--- src/hw/rtl/nhcp_pkg.sv ---
// ----------------------------------------------------------------------------
// nhcp_pkg
// Shared types, character codes and field rules of the heading-control
// sentence parser.
// ----------------------------------------------------------------------------
`default_nettype none

package nhcp_pkg;

   localparam int VALUE_BITS_DEFAULT  = 16;
   localparam int QUEUE_DEPTH_DEFAULT = 4;

   localparam logic [7:0] CH_COMMA = 8'h2C;
   localparam logic [7:0] CH_STAR  = 8'h2A;
   localparam logic [7:0] CH_DOT   = 8'h2E;
   localparam logic [7:0] CH_ZERO  = 8'h30;
   localparam logic [7:0] CH_NINE  = 8'h39;
   localparam logic [7:0] CH_A     = 8'h41;
   localparam logic [7:0] CH_C     = 8'h43;
   localparam logic [7:0] CH_D     = 8'h44;
   localparam logic [7:0] CH_H     = 8'h48;
   localparam logic [7:0] CH_L     = 8'h4C;
   localparam logic [7:0] CH_M     = 8'h4D;
   localparam logic [7:0] CH_N     = 8'h4E;
   localparam logic [7:0] CH_R     = 8'h52;
   localparam logic [7:0] CH_S     = 8'h53;
   localparam logic [7:0] CH_T     = 8'h54;
   localparam logic [7:0] CH_V     = 8'h56;

   // Positions inside the address field.
   localparam logic [3:0] ADDR_POS_H    = 4'd3;
   localparam logic [3:0] ADDR_POS_T    = 4'd4;
   localparam logic [3:0] ADDR_POS_KIND = 4'd5;
   localparam logic [3:0] ADDR_LEN      = 4'd6;
   localparam logic [3:0] CHAR_COUNT_MAX = 4'd15;
   localparam logic [1:0] DOT_COUNT_MAX  = 2'd3;

   localparam logic [4:0] FLD_ADDR            = 5'd1;
   localparam logic [4:0] FLD_OVERRIDE        = 5'd2;
   localparam logic [4:0] FLD_RUDDER_DIR      = 5'd4;
   localparam logic [4:0] FLD_STEER_MODE      = 5'd5;
   localparam logic [4:0] FLD_TURN_MODE       = 5'd6;
   localparam logic [4:0] FLD_HEADING_REF     = 5'd14;
   localparam logic [4:0] FLD_TAIL            = 5'd15;
   localparam logic [4:0] FLD_RUDDER_STAT     = 5'd16;
   localparam logic [4:0] FLD_OFF_HEADING_STAT = 5'd17;
   localparam logic [4:0] LAST_HTC            = 5'd15;
   localparam logic [4:0] LAST_HTD            = 5'd18;

   localparam logic KIND_HTC = 1'b0;
   localparam logic KIND_HTD = 1'b1;

   // Everything of a queued result except its value.
   typedef struct packed {
      logic       kind;
      logic [4:0] num;
      logic       failed;
      logic       done;
      logic       second;   // a failed, final report of the next field follows
   } nhcp_tag_type;

   function automatic logic is_letter_field(input logic [4:0] fi);
      logic res;
      begin
         case (fi)
            FLD_OVERRIDE, FLD_RUDDER_DIR, FLD_STEER_MODE, FLD_TURN_MODE,
            FLD_HEADING_REF, FLD_TAIL, FLD_RUDDER_STAT,
            FLD_OFF_HEADING_STAT: res = 1'b1;
            default: res = 1'b0;
         endcase
         return res;
      end
   endfunction

   function automatic logic letter_ok(input logic [4:0] fi, input logic kind,
                                      input logic [7:0] ch);
      logic av;
      logic tm;
      logic res;
      begin
         av = (ch == CH_A) || (ch == CH_V);
         tm = (ch == CH_T) || (ch == CH_M);
         case (fi)
            FLD_OVERRIDE:    res = av;
            FLD_RUDDER_DIR:  res = (ch == CH_L) || (ch == CH_R);
            FLD_STEER_MODE:  res = (ch == CH_M) || (ch == CH_S) || (ch == CH_H) ||
                                   (ch == CH_R) || (ch == CH_T);
            FLD_TURN_MODE:   res = (ch == CH_R) || (ch == CH_T) || (ch == CH_N);
            FLD_HEADING_REF: res = tm;
            FLD_TAIL:        res = (kind == KIND_HTD) ? av : tm;
            FLD_RUDDER_STAT, FLD_OFF_HEADING_STAT: res = av;
            default:         res = 1'b0;
         endcase
         return res;
      end
   endfunction

   function automatic logic field_pass(input logic [4:0] fi, input logic [3:0] cc,
                                       input logic bad, input logic digit,
                                       input logic [7:0] held, input logic kind);
      logic res;
      begin
         if (bad) begin
            res = 1'b0;
         end else if (fi == FLD_ADDR) begin
            res = (cc == ADDR_LEN);
         end else if (is_letter_field(fi)) begin
            res = (cc == 4'd1) && letter_ok(fi, kind, held);
         end else begin
            res = digit;
         end
         return res;
      end
   endfunction

endpackage

`default_nettype wire

--- src/hw/rtl/nmea_heading_control_parser.sv ---
// ----------------------------------------------------------------------------
// nmea_heading_control_parser
// Checks HTC and HTD heading-control sentences one byte per beat and
// reports every closed field, ending the run at the first failing field.
// ----------------------------------------------------------------------------
//  channel  direction  tdata                          tuser / tlast
//  req_     in         [7:0] char_in                  tuser starts_sentence,
//                                                     tlast ends_sentence
//  rsp_     out        [4:0] field_number,            tuser {failed,
//                      [VALUE_BITS+4:5] field_value   sentence_kind}, tlast run_done
//
//  A byte is taken every cycle while the event queue has room; the field
//  tracker updates its state in that same cycle.
//  Each byte makes zero, one or two results; a two-result byte holds the
//  output stage for both of its results, so the queue absorbs the burst.
//  A stalled rsp_ side fills the QUEUE_DEPTH-entry queue and then lowers
//  req_tready.
//  Synchronous reset leaves the tracker waiting for a start mark.
// ----------------------------------------------------------------------------
`default_nettype none

module nmea_heading_control_parser import nhcp_pkg::*; #(
   parameter int  VALUE_BITS    = VALUE_BITS_DEFAULT,
   parameter int  QUEUE_DEPTH   = QUEUE_DEPTH_DEFAULT,
   localparam int RSP_DATA_BITS = ((5 + VALUE_BITS + 7) / 8) * 8
) (
   input  wire logic                 clock,
   input  wire logic                 reset,
   input  wire logic                 req_tvalid,
   output logic                      req_tready,
   input  wire logic [7:0]           req_tdata,   // [7:0] char_in
   input  wire logic                 req_tuser,   // [0] starts_sentence
   input  wire logic                 req_tlast,   // ends_sentence
   output logic                      rsp_tvalid,
   input  wire logic                 rsp_tready,
   output logic [RSP_DATA_BITS-1:0]  rsp_tdata,   // [4:0] field_number, then field_value, zero pad
   output logic [1:0]                rsp_tuser,   // [0] sentence_kind, [1] failed
   output logic                      rsp_tlast    // run_done
);

   localparam int TAG_BITS      = $bits(nhcp_tag_type);
   localparam int ENTRY_BITS    = VALUE_BITS + TAG_BITS;

   logic                  accept;
   logic                  push, q_full, q_not_empty, q_pop;
   nhcp_tag_type          push_tag, q_tag;
   logic [VALUE_BITS-1:0] push_value, q_value;
   logic [ENTRY_BITS-1:0] q_head;
   logic                  out_kind, out_failed, out_done;
   logic [4:0]            out_num;
   logic [VALUE_BITS-1:0] out_value;

   assign req_tready = !q_full;
   assign accept     = req_tvalid && req_tready;

   nhcp_front #(
      .VALUE_BITS (VALUE_BITS)
   ) u_front (
      .clock           (clock),
      .reset           (reset),
      .accept          (accept),
      .char_in         (req_tdata),
      .starts_sentence (req_tuser),
      .ends_sentence   (req_tlast),
      .push            (push),
      .push_tag        (push_tag),
      .push_value      (push_value)
   );

   nhcp_queue #(
      .WIDTH (ENTRY_BITS),
      .DEPTH (QUEUE_DEPTH)
   ) u_queue (
      .clock     (clock),
      .reset     (reset),
      .push      (push && accept),
      .push_data ({push_value, push_tag}),
      .pop       (q_pop),
      .full      (q_full),
      .not_empty (q_not_empty),
      .head_data (q_head)
   );

   assign q_tag   = q_head[TAG_BITS-1:0];
   assign q_value = q_head[ENTRY_BITS-1:TAG_BITS];

   nhcp_back #(
      .VALUE_BITS (VALUE_BITS)
   ) u_back (
      .clock       (clock),
      .reset       (reset),
      .q_not_empty (q_not_empty),
      .q_tag       (q_tag),
      .q_value     (q_value),
      .q_pop       (q_pop),
      .out_valid   (rsp_tvalid),
      .out_ready   (rsp_tready),
      .out_kind    (out_kind),
      .out_num     (out_num),
      .out_value   (out_value),
      .out_failed  (out_failed),
      .out_done    (out_done)
   );

   assign rsp_tdata = RSP_DATA_BITS'({out_value, out_num});
   assign rsp_tuser = {out_failed, out_kind};
   assign rsp_tlast = out_done;

endmodule

`default_nettype wire

--- src/hw/rtl/nhcp_front.sv ---
// ----------------------------------------------------------------------------
// nhcp_front
// Field tracker: absorbs one sentence byte per accepted beat, closes fields
// and pushes one result event (one or two results) into the queue.
// ----------------------------------------------------------------------------
`default_nettype none

module nhcp_front import nhcp_pkg::*; #(
   parameter int VALUE_BITS = VALUE_BITS_DEFAULT
) (
   input  wire logic                  clock,
   input  wire logic                  reset,
   input  wire logic                  accept,
   input  wire logic [7:0]            char_in,
   input  wire logic                  starts_sentence,
   input  wire logic                  ends_sentence,
   output logic                       push,
   output nhcp_tag_type               push_tag,
   output logic [VALUE_BITS-1:0]      push_value
);

   localparam logic [VALUE_BITS-1:0] VALUE_MAX = '1;

   logic [4:0]            field_index_ff, field_index_in, fi_s;
   logic [3:0]            char_count_ff, char_count_in, cc_s;
   logic [VALUE_BITS-1:0] accum_ff, accum_in, acc_s;
   logic [1:0]            dot_count_ff, dot_count_in, dot_s;
   logic                  digit_seen_ff, digit_seen_in, dig_s;
   logic                  field_bad_ff, field_bad_in, bad_s;
   logic [7:0]            held_ff, held_in, held_s;
   logic                  kind_ff, kind_in, kind_s;
   logic                  idle_ff, idle_in, idle_s;

   logic                  is_last, delim, pass_now, pass_end, last_end, is_digit;
   logic [VALUE_BITS-1:0] val_now, val_end;
   logic [VALUE_BITS+3:0] acc_next;

   always_comb begin
      // A start mark drops the old run before the byte is looked at.
      fi_s   = starts_sentence ? FLD_ADDR : field_index_ff;
      cc_s   = starts_sentence ? 4'd0 : char_count_ff;
      acc_s  = starts_sentence ? '0 : accum_ff;
      dot_s  = starts_sentence ? 2'd0 : dot_count_ff;
      dig_s  = starts_sentence ? 1'b0 : digit_seen_ff;
      bad_s  = starts_sentence ? 1'b0 : field_bad_ff;
      held_s = starts_sentence ? 8'd0 : held_ff;
      kind_s = starts_sentence ? KIND_HTC : kind_ff;
      idle_s = starts_sentence ? 1'b0 : idle_ff;

      field_index_in = fi_s;
      char_count_in  = cc_s;
      accum_in       = acc_s;
      dot_count_in   = dot_s;
      digit_seen_in  = dig_s;
      field_bad_in   = bad_s;
      held_in        = held_s;
      kind_in        = kind_s;
      idle_in        = idle_s;

      push       = 1'b0;
      push_tag   = '0;
      push_value = '0;

      is_last  = (fi_s == ((kind_s == KIND_HTD) ? LAST_HTD : LAST_HTC));
      delim    = (char_in == (is_last ? CH_STAR : CH_COMMA));
      pass_now = field_pass(fi_s, cc_s, bad_s, dig_s, held_s, kind_s);
      val_now  = (fi_s == FLD_ADDR || is_letter_field(fi_s)) ?
                 VALUE_BITS'(held_s) : acc_s;
      is_digit = (char_in >= CH_ZERO) && (char_in <= CH_NINE);
      acc_next = ({4'd0, acc_s} << 3) + ({4'd0, acc_s} << 1)
                 + (VALUE_BITS+4)'(char_in - CH_ZERO);
      pass_end = 1'b0;
      last_end = 1'b0;
      val_end  = '0;

      if (!idle_s) begin
         if (delim) begin
            push          = 1'b1;
            push_tag.kind = kind_s;
            push_tag.num  = fi_s;
            if (!pass_now || is_last) begin
               push_tag.failed = !pass_now;
               push_tag.done   = 1'b1;
               push_value      = pass_now ? val_now : '0;
               idle_in         = 1'b1;
            end else begin
               push_value      = val_now;
               field_index_in  = fi_s + 5'd1;
               char_count_in   = 4'd0;
               accum_in        = '0;
               dot_count_in    = 2'd0;
               digit_seen_in   = 1'b0;
               field_bad_in    = 1'b0;
               held_in         = 8'd0;
               // Ending right after a delimiter leaves the next field empty.
               push_tag.second = ends_sentence;
               idle_in         = ends_sentence;
            end
         end else begin
            if (fi_s == FLD_ADDR) begin
               if (cc_s == ADDR_POS_H && char_in != CH_H) field_bad_in = 1'b1;
               if (cc_s == ADDR_POS_T && char_in != CH_T) field_bad_in = 1'b1;
               if (cc_s == ADDR_POS_KIND) begin
                  held_in = char_in;
                  if (char_in == CH_C) begin
                     kind_in = KIND_HTC;
                  end else if (char_in == CH_D) begin
                     kind_in = KIND_HTD;
                  end else begin
                     field_bad_in = 1'b1;
                  end
               end
            end else if (is_letter_field(fi_s)) begin
               if (cc_s == 4'd0) held_in = char_in;
            end else if (is_digit) begin
               if (dot_s == 2'd0) begin
                  accum_in = (acc_next > (VALUE_BITS+4)'(VALUE_MAX)) ?
                             VALUE_MAX : acc_next[VALUE_BITS-1:0];
               end
               if (dot_s < 2'd2) digit_seen_in = 1'b1;
            end else if (char_in == CH_DOT) begin
               if (dot_s < DOT_COUNT_MAX) dot_count_in = dot_s + 2'd1;
            end else begin
               field_bad_in = 1'b1;
            end
            if (cc_s < CHAR_COUNT_MAX) char_count_in = cc_s + 4'd1;

            if (ends_sentence) begin
               // The open field is closed as if a delimiter had come.
               pass_end = field_pass(fi_s, char_count_in, field_bad_in,
                                     digit_seen_in, held_in, kind_in);
               last_end = (fi_s == ((kind_in == KIND_HTD) ? LAST_HTD : LAST_HTC));
               val_end  = (fi_s == FLD_ADDR || is_letter_field(fi_s)) ?
                          VALUE_BITS'(held_in) : accum_in;
               push          = 1'b1;
               push_tag.kind = kind_in;
               push_tag.num  = fi_s;
               idle_in       = 1'b1;
               if (char_count_in == 4'd0 || !pass_end) begin
                  push_tag.failed = 1'b1;
                  push_tag.done   = 1'b1;
               end else if (last_end) begin
                  push_tag.done = 1'b1;
                  push_value    = val_end;
               end else begin
                  push_tag.second = 1'b1;
                  push_value      = val_end;
               end
            end
         end
      end
   end

   always_ff @(posedge clock) begin
      if (reset) begin
         field_index_ff <= 5'd0;
         char_count_ff  <= 4'd0;
         accum_ff       <= '0;
         dot_count_ff   <= 2'd0;
         digit_seen_ff  <= 1'b0;
         field_bad_ff   <= 1'b0;
         held_ff        <= 8'd0;
         kind_ff        <= KIND_HTC;
         idle_ff        <= 1'b1;
      end else if (accept) begin
         field_index_ff <= field_index_in;
         char_count_ff  <= char_count_in;
         accum_ff       <= accum_in;
         dot_count_ff   <= dot_count_in;
         digit_seen_ff  <= digit_seen_in;
         field_bad_ff   <= field_bad_in;
         held_ff        <= held_in;
         kind_ff        <= kind_in;
         idle_ff        <= idle_in;
      end
   end

   // The second report only ever follows a field that passed and was not last.
   assert property (@(posedge clock) disable iff (reset)
      (push && push_tag.second) |-> (!push_tag.failed && !push_tag.done))
      else $error("second report attached to a closing result");

   // A final result always leaves the tracker waiting for the next start.
   assert property (@(posedge clock) disable iff (reset)
      (accept && push && push_tag.done) |=> idle_ff)
      else $error("run not ended after its final result");

endmodule

`default_nettype wire

--- src/hw/rtl/nhcp_queue.sv ---
// ----------------------------------------------------------------------------
// nhcp_queue
// Small first-in first-out buffer of result events between the field
// tracker and the output sequencer.
// ----------------------------------------------------------------------------
`default_nettype none

module nhcp_queue import nhcp_pkg::*; #(
   parameter int WIDTH = 8,
   parameter int DEPTH = QUEUE_DEPTH_DEFAULT
) (
   input  wire logic             clock,
   input  wire logic             reset,
   input  wire logic             push,
   input  wire logic [WIDTH-1:0] push_data,
   input  wire logic             pop,
   output logic                  full,
   output logic                  not_empty,
   output logic [WIDTH-1:0]      head_data
);

   localparam int PTR_BITS = (DEPTH > 1) ? $clog2(DEPTH) : 1;
   localparam int CNT_BITS = $clog2(DEPTH + 1);
   localparam logic [PTR_BITS-1:0] PTR_LAST = PTR_BITS'(DEPTH - 1);
   localparam logic [PTR_BITS-1:0] PTR_ONE  = PTR_BITS'(1);
   localparam logic [CNT_BITS-1:0] CNT_FULL = CNT_BITS'(DEPTH);
   localparam logic [CNT_BITS-1:0] CNT_ONE  = CNT_BITS'(1);

   logic [WIDTH-1:0]    slot_ff [DEPTH];
   logic [PTR_BITS-1:0] wr_ptr_ff, wr_ptr_in;
   logic [PTR_BITS-1:0] rd_ptr_ff, rd_ptr_in;
   logic [CNT_BITS-1:0] count_ff, count_in;

   always_comb begin
      full      = (count_ff == CNT_FULL);
      not_empty = (count_ff != '0);
      head_data = slot_ff[rd_ptr_ff];
      wr_ptr_in = wr_ptr_ff;
      rd_ptr_in = rd_ptr_ff;
      count_in  = count_ff;
      if (push) wr_ptr_in = (wr_ptr_ff == PTR_LAST) ? '0 : wr_ptr_ff + PTR_ONE;
      if (pop)  rd_ptr_in = (rd_ptr_ff == PTR_LAST) ? '0 : rd_ptr_ff + PTR_ONE;
      if (push && !pop) begin
         count_in = count_ff + CNT_ONE;
      end else if (pop && !push) begin
         count_in = count_ff - CNT_ONE;
      end
   end

   always_ff @(posedge clock) begin
      if (push) slot_ff[wr_ptr_ff] <= push_data;
   end

   always_ff @(posedge clock) begin
      if (reset) begin
         wr_ptr_ff <= '0;
         rd_ptr_ff <= '0;
         count_ff  <= '0;
      end else begin
         wr_ptr_ff <= wr_ptr_in;
         rd_ptr_ff <= rd_ptr_in;
         count_ff  <= count_in;
      end
   end

   assert property (@(posedge clock) disable iff (reset)
      (count_ff <= CNT_FULL) && !(push && full && !pop) && !(pop && !not_empty))
      else $error("queue overflow or underflow");

endmodule

`default_nettype wire

--- src/hw/rtl/nhcp_back.sv ---
// ----------------------------------------------------------------------------
// nhcp_back
// Output sequencer: takes result events from the queue and delivers them
// one result per beat through a registered output stage.
// ----------------------------------------------------------------------------
`default_nettype none

module nhcp_back import nhcp_pkg::*; #(
   parameter int VALUE_BITS = VALUE_BITS_DEFAULT
) (
   input  wire logic                  clock,
   input  wire logic                  reset,
   input  wire logic                  q_not_empty,
   input  wire nhcp_tag_type          q_tag,
   input  wire logic [VALUE_BITS-1:0] q_value,
   output logic                       q_pop,
   output logic                       out_valid,
   input  wire logic                  out_ready,
   output logic                       out_kind,
   output logic [4:0]                 out_num,
   output logic [VALUE_BITS-1:0]      out_value,
   output logic                       out_failed,
   output logic                       out_done
);

   logic                  valid_ff, valid_in;
   logic                  second_ff, second_in;
   logic                  kind_ff, kind_in;
   logic [4:0]            num_ff, num_in;
   logic [VALUE_BITS-1:0] value_ff, value_in;
   logic                  failed_ff, failed_in;
   logic                  done_ff, done_in;
   logic                  load;

   always_comb begin
      load      = !valid_ff || out_ready;
      q_pop     = 1'b0;
      valid_in  = valid_ff;
      second_in = second_ff;
      kind_in   = kind_ff;
      num_in    = num_ff;
      value_in  = value_ff;
      failed_in = failed_ff;
      done_in   = done_ff;
      if (load) begin
         if (second_ff) begin
            // The follow-up report names the field after the one just shown.
            valid_in  = 1'b1;
            second_in = 1'b0;
            num_in    = num_ff + 5'd1;
            value_in  = '0;
            failed_in = 1'b1;
            done_in   = 1'b1;
         end else if (q_not_empty) begin
            q_pop     = 1'b1;
            valid_in  = 1'b1;
            second_in = q_tag.second;
            kind_in   = q_tag.kind;
            num_in    = q_tag.num;
            value_in  = q_value;
            failed_in = q_tag.failed;
            done_in   = q_tag.done;
         end else begin
            valid_in = 1'b0;
         end
      end
   end

   always_ff @(posedge clock) begin
      if (reset) begin
         valid_ff  <= 1'b0;
         second_ff <= 1'b0;
      end else begin
         valid_ff  <= valid_in;
         second_ff <= second_in;
      end
   end

   always_ff @(posedge clock) begin
      kind_ff   <= kind_in;
      num_ff    <= num_in;
      value_ff  <= value_in;
      failed_ff <= failed_in;
      done_ff   <= done_in;
   end

   assign out_valid  = valid_ff;
   assign out_kind   = kind_ff;
   assign out_num    = num_ff;
   assign out_value  = value_ff;
   assign out_failed = failed_ff;
   assign out_done   = done_ff;

   assert property (@(posedge clock) disable iff (reset)
      second_ff |-> (valid_ff && !done_ff && !failed_ff))
      else $error("pending follow-up without a passing first report");

endmodule

`default_nettype wire

--- config.mk ---
export PLATFORM = sky130hd
export DESIGN_NAME = nmea_heading_control_parser
export DESIGN_NICKNAME = d
export VERILOG_FILES = /design/src/hw/rtl/nhcp_pkg.sv /design/src/hw/rtl/nmea_heading_control_parser.sv /design/src/hw/rtl/nhcp_front.sv /design/src/hw/rtl/nhcp_queue.sv /design/src/hw/rtl/nhcp_back.sv
export SDC_FILE = /design/constraint.sdc
export NUM_CORES = 1
export LEC_CHECK = 0
export BUFFER_PORTS_ARGS = -buffer_cell sky130_fd_sc_hd__clkbuf_2
export CAP_MARGIN = 25
export CORE_ASPECT_RATIO = 0.9
export CORE_UTILIZATION = 57
export CTS_CLUSTER_SIZE = 30
export DETAILED_ROUTE_END_ITERATION = 8
export GPL_TIMING_DRIVEN = 0
export PLACE_DENSITY = 0.86
export SYNTH_ARGS = -nofsm -noshare
export SYNTH_HDL_FRONTEND = slang
export SYNTH_SLANG_ARGS = --single-unit
--- constraint.sdc ---
create_clock -name clock -period 4.22 [get_ports clock]
set_input_delay 0.422 -clock clock [delete_from_list [all_inputs] [get_ports clock]]
set_output_delay 0.422 -clock clock [all_outputs]
set_load 0.05 [all_outputs]
* Word-level counts from Yosys, hierarchy flattened
Memories as Yosys holds them, arrays and structs flattened. A register that Yosys moved wholly into a read port is not among the register bits. Index checks and enable logic that the tools add are counted.
Word-level totals: register bits 72, bits in latches 0, RAM bits 100, bits in read-only memories 160, input bits 14, memories kept 6
Operators by class: add/subtract/negate cells 11, multiply operators 0, divide/modulo/power cells 0, magnitude comparators 6, equality and inequality tests 45, shift-type cells 0, mux-type cells 153, bitwise operators 1, reductions and logical operators 47
Memories:
- u_queue.slot_ff | depth 4, width 25, rd ports 1, clocked after memory_dff 1, write ports 1, RTL line nhcp_queue.sv:29 | logic [WIDTH-1:0] slot_ff [DEPTH];
- (no name shown) | depth 32, width 1, rd ports 1, clocked after memory_dff 0, write ports 0, RTL line nhcp_pkg.sv:65 | case (fi)
- (no name shown) | depth 32, width 1, rd ports 1, clocked after memory_dff 0, write ports 0, RTL line nhcp_pkg.sv:65
- (no name shown) | depth 32, width 1, rd ports 1, clocked after memory_dff 0, write ports 0, RTL line nhcp_pkg.sv:65
- (no name shown) | depth 32, width 1, rd ports 1, clocked after memory_dff 0, write ports 0, RTL line nhcp_pkg.sv:65
- (no name shown) | depth 32, width 1, rd ports 1, clocked after memory_dff 0, write ports 0, RTL line nhcp_pkg.sv:65
Operators by type and width (number):
- $mux 16 | 18
- $eq 8x7->1 const B | 20
- $mux 1 | 88
- $mux 8 | 10
- $mux 5 | 8
- $mux 2 | 14
- $mux 4 | 7
- $mux 9 | 3
- $logic_or 1x1->1 | 23
- $add 19x17->20 | 1
- $add 20x20->20 | 1
- $gt 20x16->1 const B | 1
- $eq 4x3->1 const B | 4
- $ne 8x7->1 const B | 2
- $eq 5x3->1 const B | 3
- $pmux 1 s6 | 2
- $add 5x1->5 const B | 2
- $eq 5x4->1 const B | 2
- $eq 5x5->1 | 2
- $eq 5x5->1 const B | 2
- $logic_and 1x1->1 | 9
- $mux 3 | 3
- $sub 8x6->9 const B | 1
- $eq 4x1->1 const B | 2
- 24 further kinds | 35

* Longest topological paths before layout
depth in word-level cells 36, depth in mapped cells 19

* Cells and area by module
A second synthesis with hierarchy kept.
Unflattened totals: cell total of the unflattened synthesis 986, area total of the unflattened synthesis 10601.4 sq um
Modules (own cells, without submodules):
- nhcp_front | instances 1, cells each 730, area each 5392.7 sq um
- nhcp_queue | instances 1, cells each 175, area each 4092.7 sq um
- nhcp_back | instances 1, cells each 72, area each 1056.0 sq um
- nmea_heading_control_parser | instances 1, cells each 9, area each 60.1 sq um

* Worst setup path before layout
Ideal clock, no wire load.
path kind input port to flip-flop, from input req_tuser, to memory u_queue.slot_ff[0][23] in the netlist's numbering, data pin, library setup time 266 ps, data arrival time 4304 ps, setup slack -350 ps, stages 16, cell sequence buf_2 -> buf_4 -> buf_2 -> buf_1 -> nor2b_1 -> fa_1 -> ha_1 -> a211oi_1 -> o21ai_1 -> o2111ai_1 -> a21oi_1 -> or3_1 -> a221oi_4 -> buf_2 -> nand2_1 -> a22o_1
Between the ends: longest elaborated chain between the ends 34, elaborated cells between the ends (all ways) 168, classes of those cells add/sub (3); order compare (3); eq/ne (36); mux (89); reduce/logical (32); memory (5)
RTL lines:
- start: declaration | RTL line nmea_heading_control_parser.sv:32 | input wire logic req_tuser,
- $mux 5 | RTL line nhcp_front.sv:40 | fi_s = starts_sentence ? FLD_ADDR : field_index_ff;
- $mem_v2 32x1
- $mux 1 | RTL line nhcp_front.sv:100 | if (fi_s == FLD_ADDR) begin
- $mux 1 | RTL line nhcp_front.sv:77 | if (delim) begin
- $mux 1 | RTL line nhcp_front.sv:76 | if (!idle_s) begin
- $mux 8 | RTL line nhcp_front.sv:113 | end else if (is_letter_field(fi_s)) begin
- $mux 8 | RTL line nhcp_front.sv:100
- $mux 8 | RTL line nhcp_front.sv:77
- [19 not listed]
- $mux 1 | RTL line nhcp_front.sv:76
- $logic_not 1->1 | RTL line nhcp_front.sv:139 | if (char_count_in == 4'd0 || !pass_end) begin
- $logic_or 1x1->1 | RTL line nhcp_front.sv:139
- $mux 16 | RTL line nhcp_front.sv:139
- $mux 16 | RTL line nhcp_front.sv:128 | if (ends_sentence) begin
- $mux 16 | RTL line nhcp_front.sv:77
- $mux 16 (*) | RTL line nhcp_front.sv:76
- named net push_value[14] | RTL line nmea_heading_control_parser.sv:47 | logic [VALUE_BITS-1:0] push_value, q_value;
- end: declaration | RTL line nhcp_queue.sv:29
Mark *: on every way through the listed nets, which the timed path passes. The rest lies on a longest branch. The select of a mux whose other input is x is not followed.

* Final worst setup path
from input req_tdata[4], to memory u_queue.slot_ff[2][23] in the netlist's numbering, data pin
Between the ends: longest elaborated chain between the ends 30, elaborated cells between the ends (all ways) 85, classes of those cells add/sub (2); order compare (3); eq/ne (15); mux (50); reduce/logical (15)
RTL lines:
- start: declaration | RTL line nmea_heading_control_parser.sv:31 | input wire logic [7:0] req_tdata,
- parallel branches: the longest is 28 deep, another holds $add 20x20->20
- $mux 16 (*) | RTL line nhcp_front.sv:77
- $mux 16 (*) | RTL line nhcp_front.sv:76
- named net push_value[14] | RTL line nmea_heading_control_parser.sv:47
Mark *: on every way through the listed nets, which the timed path passes. The select of a mux whose other input is x is not followed.

==> results.toml <==
[outcome]
status = "finished, final reports clean"

[clock_network]
clock_sinks = 174
insertion_delay_ns = 0.43
clk_pin_slew_worst_paths_ns = 0.08
cts_made_buffers = 17
holdBufCountCts = 0
cts_tree = "yes"
root_buffer = "clkbuf_16"
cts_max_path_buffers = 2
h-tree-depth = 4

[synthesis]
async_reset_ff_share_pct = 0
yosys.area.top_type = "edfxtp_1"
synth_area_per_cell_um2 = 10.5
ys_seq_elements = 174
synth_edf_count = 124
netlist.area_leader.share_pct = 35.3
synth_flop_cell = "edfxtp_1"
netlist_area_mm2 = 0.0105
yosysSeqAreaShare_pct = 44.8
ys_types = 94
synth_top_cells_by_area = "edfxtp_1, dfxtp_1, mux4_2"
synth_cells = 1000
ys_warn_count = 0

[setup_path]
arrival_ns = 4.33
cp.required_ns = 4.39
slowest_stage = "fa_1"
cp_cell_sequence = "clkbuf_2 -> ha_2 -> nor3_4 -> clkinv_4 -> buf_4 -> fa_1 -> inv_1 -> ha_2 -> o21ai_0 -> a32oi_2 -> nand2_1 -> a21oi_1 -> or3_1 -> a221oi_4 -> buf_12 -> buf_6 -> nand2_1 -> a22o_4"
crit_buf_inv = 6
critical-path-max-stage-delay_ns = 0.53
cp_top_family = "adder cells"
cp_max_fo = 10
cp-end-kind = "flip-flop"
critPathKind = "input port to flip-flop"
worstSetupStartpointType = "input port"

[sta]
clock_skew_ns = 0.0157
fin_crit_ns = 4.16
setup_viol = 0
period_share_pct = 98.5
timing.hold.ws_ns = 0.296
fin_ws_ns = 0.0613
tightestPinTransition_ns = 0.988
maxSlewViolCount = 0
timing.fmax_mhz = 240
fin_setup_tns_ns = 0
maxSlewHeadroom_pct = 34.2
hold_viol = 0

[placed_design]
io_buffers = 36
dp_cells = 1283
gp_congestion = 0.948
dpl_cell_area_mm2 = 0.0112
dp_slack_ns = -1.29
dp_hpwl_mm = 19.8

[floorplan]
start_util_pct = 59.1
core_area_mm2 = 0.0178
row_count = 46
ios = 43
die_w_um = 145
die_height_um = 131
die_area_mm2 = 0.0190

[finish]
areaGrowthSynthToFinish_pct = 13.7
n_fill_cell = 1354
design_area_mm2 = 0.0120
drive_gt1_share_pct = 18.4
seq_area_mm2 = 0.00472
multi_input_comb_area_mm2 = 0.00550
stdcell_count = 1319
n_antenna_cell = 0
final_util_pct = 67.2
fin_nets = 1137
final_cell_mix = "edfxtp_1, nand2_1, nor2_1"
layout_commonest_cell = "edfxtp_1"

[global_routing]
grt_util_all_layers_pct = 29.2
grt_max_degree = 24
antenna_found_initial = 0
grt_pass1_wl_mm = 42.7
grt_pass1_vias = 7835
grt_overflow = 0

[drt]
firstDrtPassIters = 6
vias_per_cell = 6.40
ant_nets = 0
vias = 8440
first_iter_violations = 982
drt_wl_total_mm = 27.2
drc = 0
wl_per_cell_um = 20.6

[power]
seqPwrFrac_pct = 40.0
p_switching_mw = 2.00
p_comb_share_pct = 31.3
p_per_area_mw_per_mm2 = 452
vdd_drop_max_uv = 283
power_frac_clock_pct = 28.7
sw_frac_of_total_pct = 36.9
power.total_mw = 5.42
p_leak_nw = 4.51
cellInternalPower_mw = 3.42

[flow_run]
cap_violations = 0

[hold_path]
hold_path_class = "input port to flip-flop"
## cells by family after synthesis
group	synth area share, %
flops	44.8
xor+xnor	1.66
simple gates	17.7
buf+inv	4.81
mux	6.70
other cells	0.0356
fa+ha+maj	7.90
compound gates	16.4
## final cells by class
class	instances	area share [%]
multi-input cells	712	45.9
repair buffers	47	2.73
clock buffers	17	3.55
plain buffers	56	2.76
flip-flops and latches	174	39.4
clock inverters	15	1.32
inverters	58	1.88
well taps	240	2.50
## Yosys cell counts, types with 6 or more instances
cell        n
nand2_1    97
nor3_1     18
inv_1      57
nor2b_1    24
fa_1       16
a211oi_1   10
a22oi_1    16
buf_2       9
a22o_1     13
o21ai_1     9
or3_1       7
nand3_1    32
nor3b_1     8
a21o_1     11
o22ai_1     6
o21ai_0    38
a21oi_1    47
and3_1      7
buf_4      10
ha_1       41
o21a_1      6
mux2i_1    11
xnor2_1     8
and2_1     25
o211ai_1   12
edfxtp_1  124
nor2_1     71
nand4_1     9
dfxtp_1    50
nor4_1      7
mux4_2     25
xor2_1     12
clkbuf_1   31
a31oi_1    14
## routing by layer
layer	GRT usage [%]	part of all wire, %	vias up
met3	4.17	8.3	64
met4	8.54	2.2	0
met1	40.8	43	4051
met5	0	0	-
met2	48.1	47	461
li1	-	-	3864
## flip-flops by register name, indices dropped and copies added (netlist names), 3 cells and up, named ones only
name,cells
u_front.accum_ff,16
u_queue.slot_ff,100
u_back.out_num,5
u_back.out_value,16
u_front.char_count_ff,4
u_front.held_ff,8
u_queue.count_ff,3
u_front.field_index_ff,5
## worst min-delay path: cells and delay by family
family	cells	cell delay, ns
compound gates	1	0.09
simple gates	1	0.06
buf+inv	1	0.12
## timing repair
action / in CTS / in global routing
pin swaps: 2 / 5
gates resized for setup: 19 / 35
endpoints found under the setup margin: 88 / 81
buffers inserted: 2 / 4
## path summary, 6_finish.rpt
path / from / end / slack, ns / cells past startpoint
setup / recovery: req_tdata[4] / u_queue.slot_ff[2][23] / 0.06 / 18
setup reg to reg: u_front.field_index_ff[4] / u_queue.count_ff[2] / 0.43 / 14
hold reg to reg: u_front.accum_ff[3] / u_front.accum_ff[3] / 0.50 / 2
hold / removal: req_tlast / u_front.idle_ff / 0.30 / 3
## power by group through the flow
stage	Combinational [mW]	Clock [mW]	Sequential (mW)
floorplan	0.839	0	2.61
finish	1.69	1.56	2.17
global route	1.81	1.63	2.18
CTS	1.68	1.56	2.17
detailed placement	1.64	0	2.20
global placement	1.57	0	2.20
Note: power is estimated with default switching activity, not from simulation.
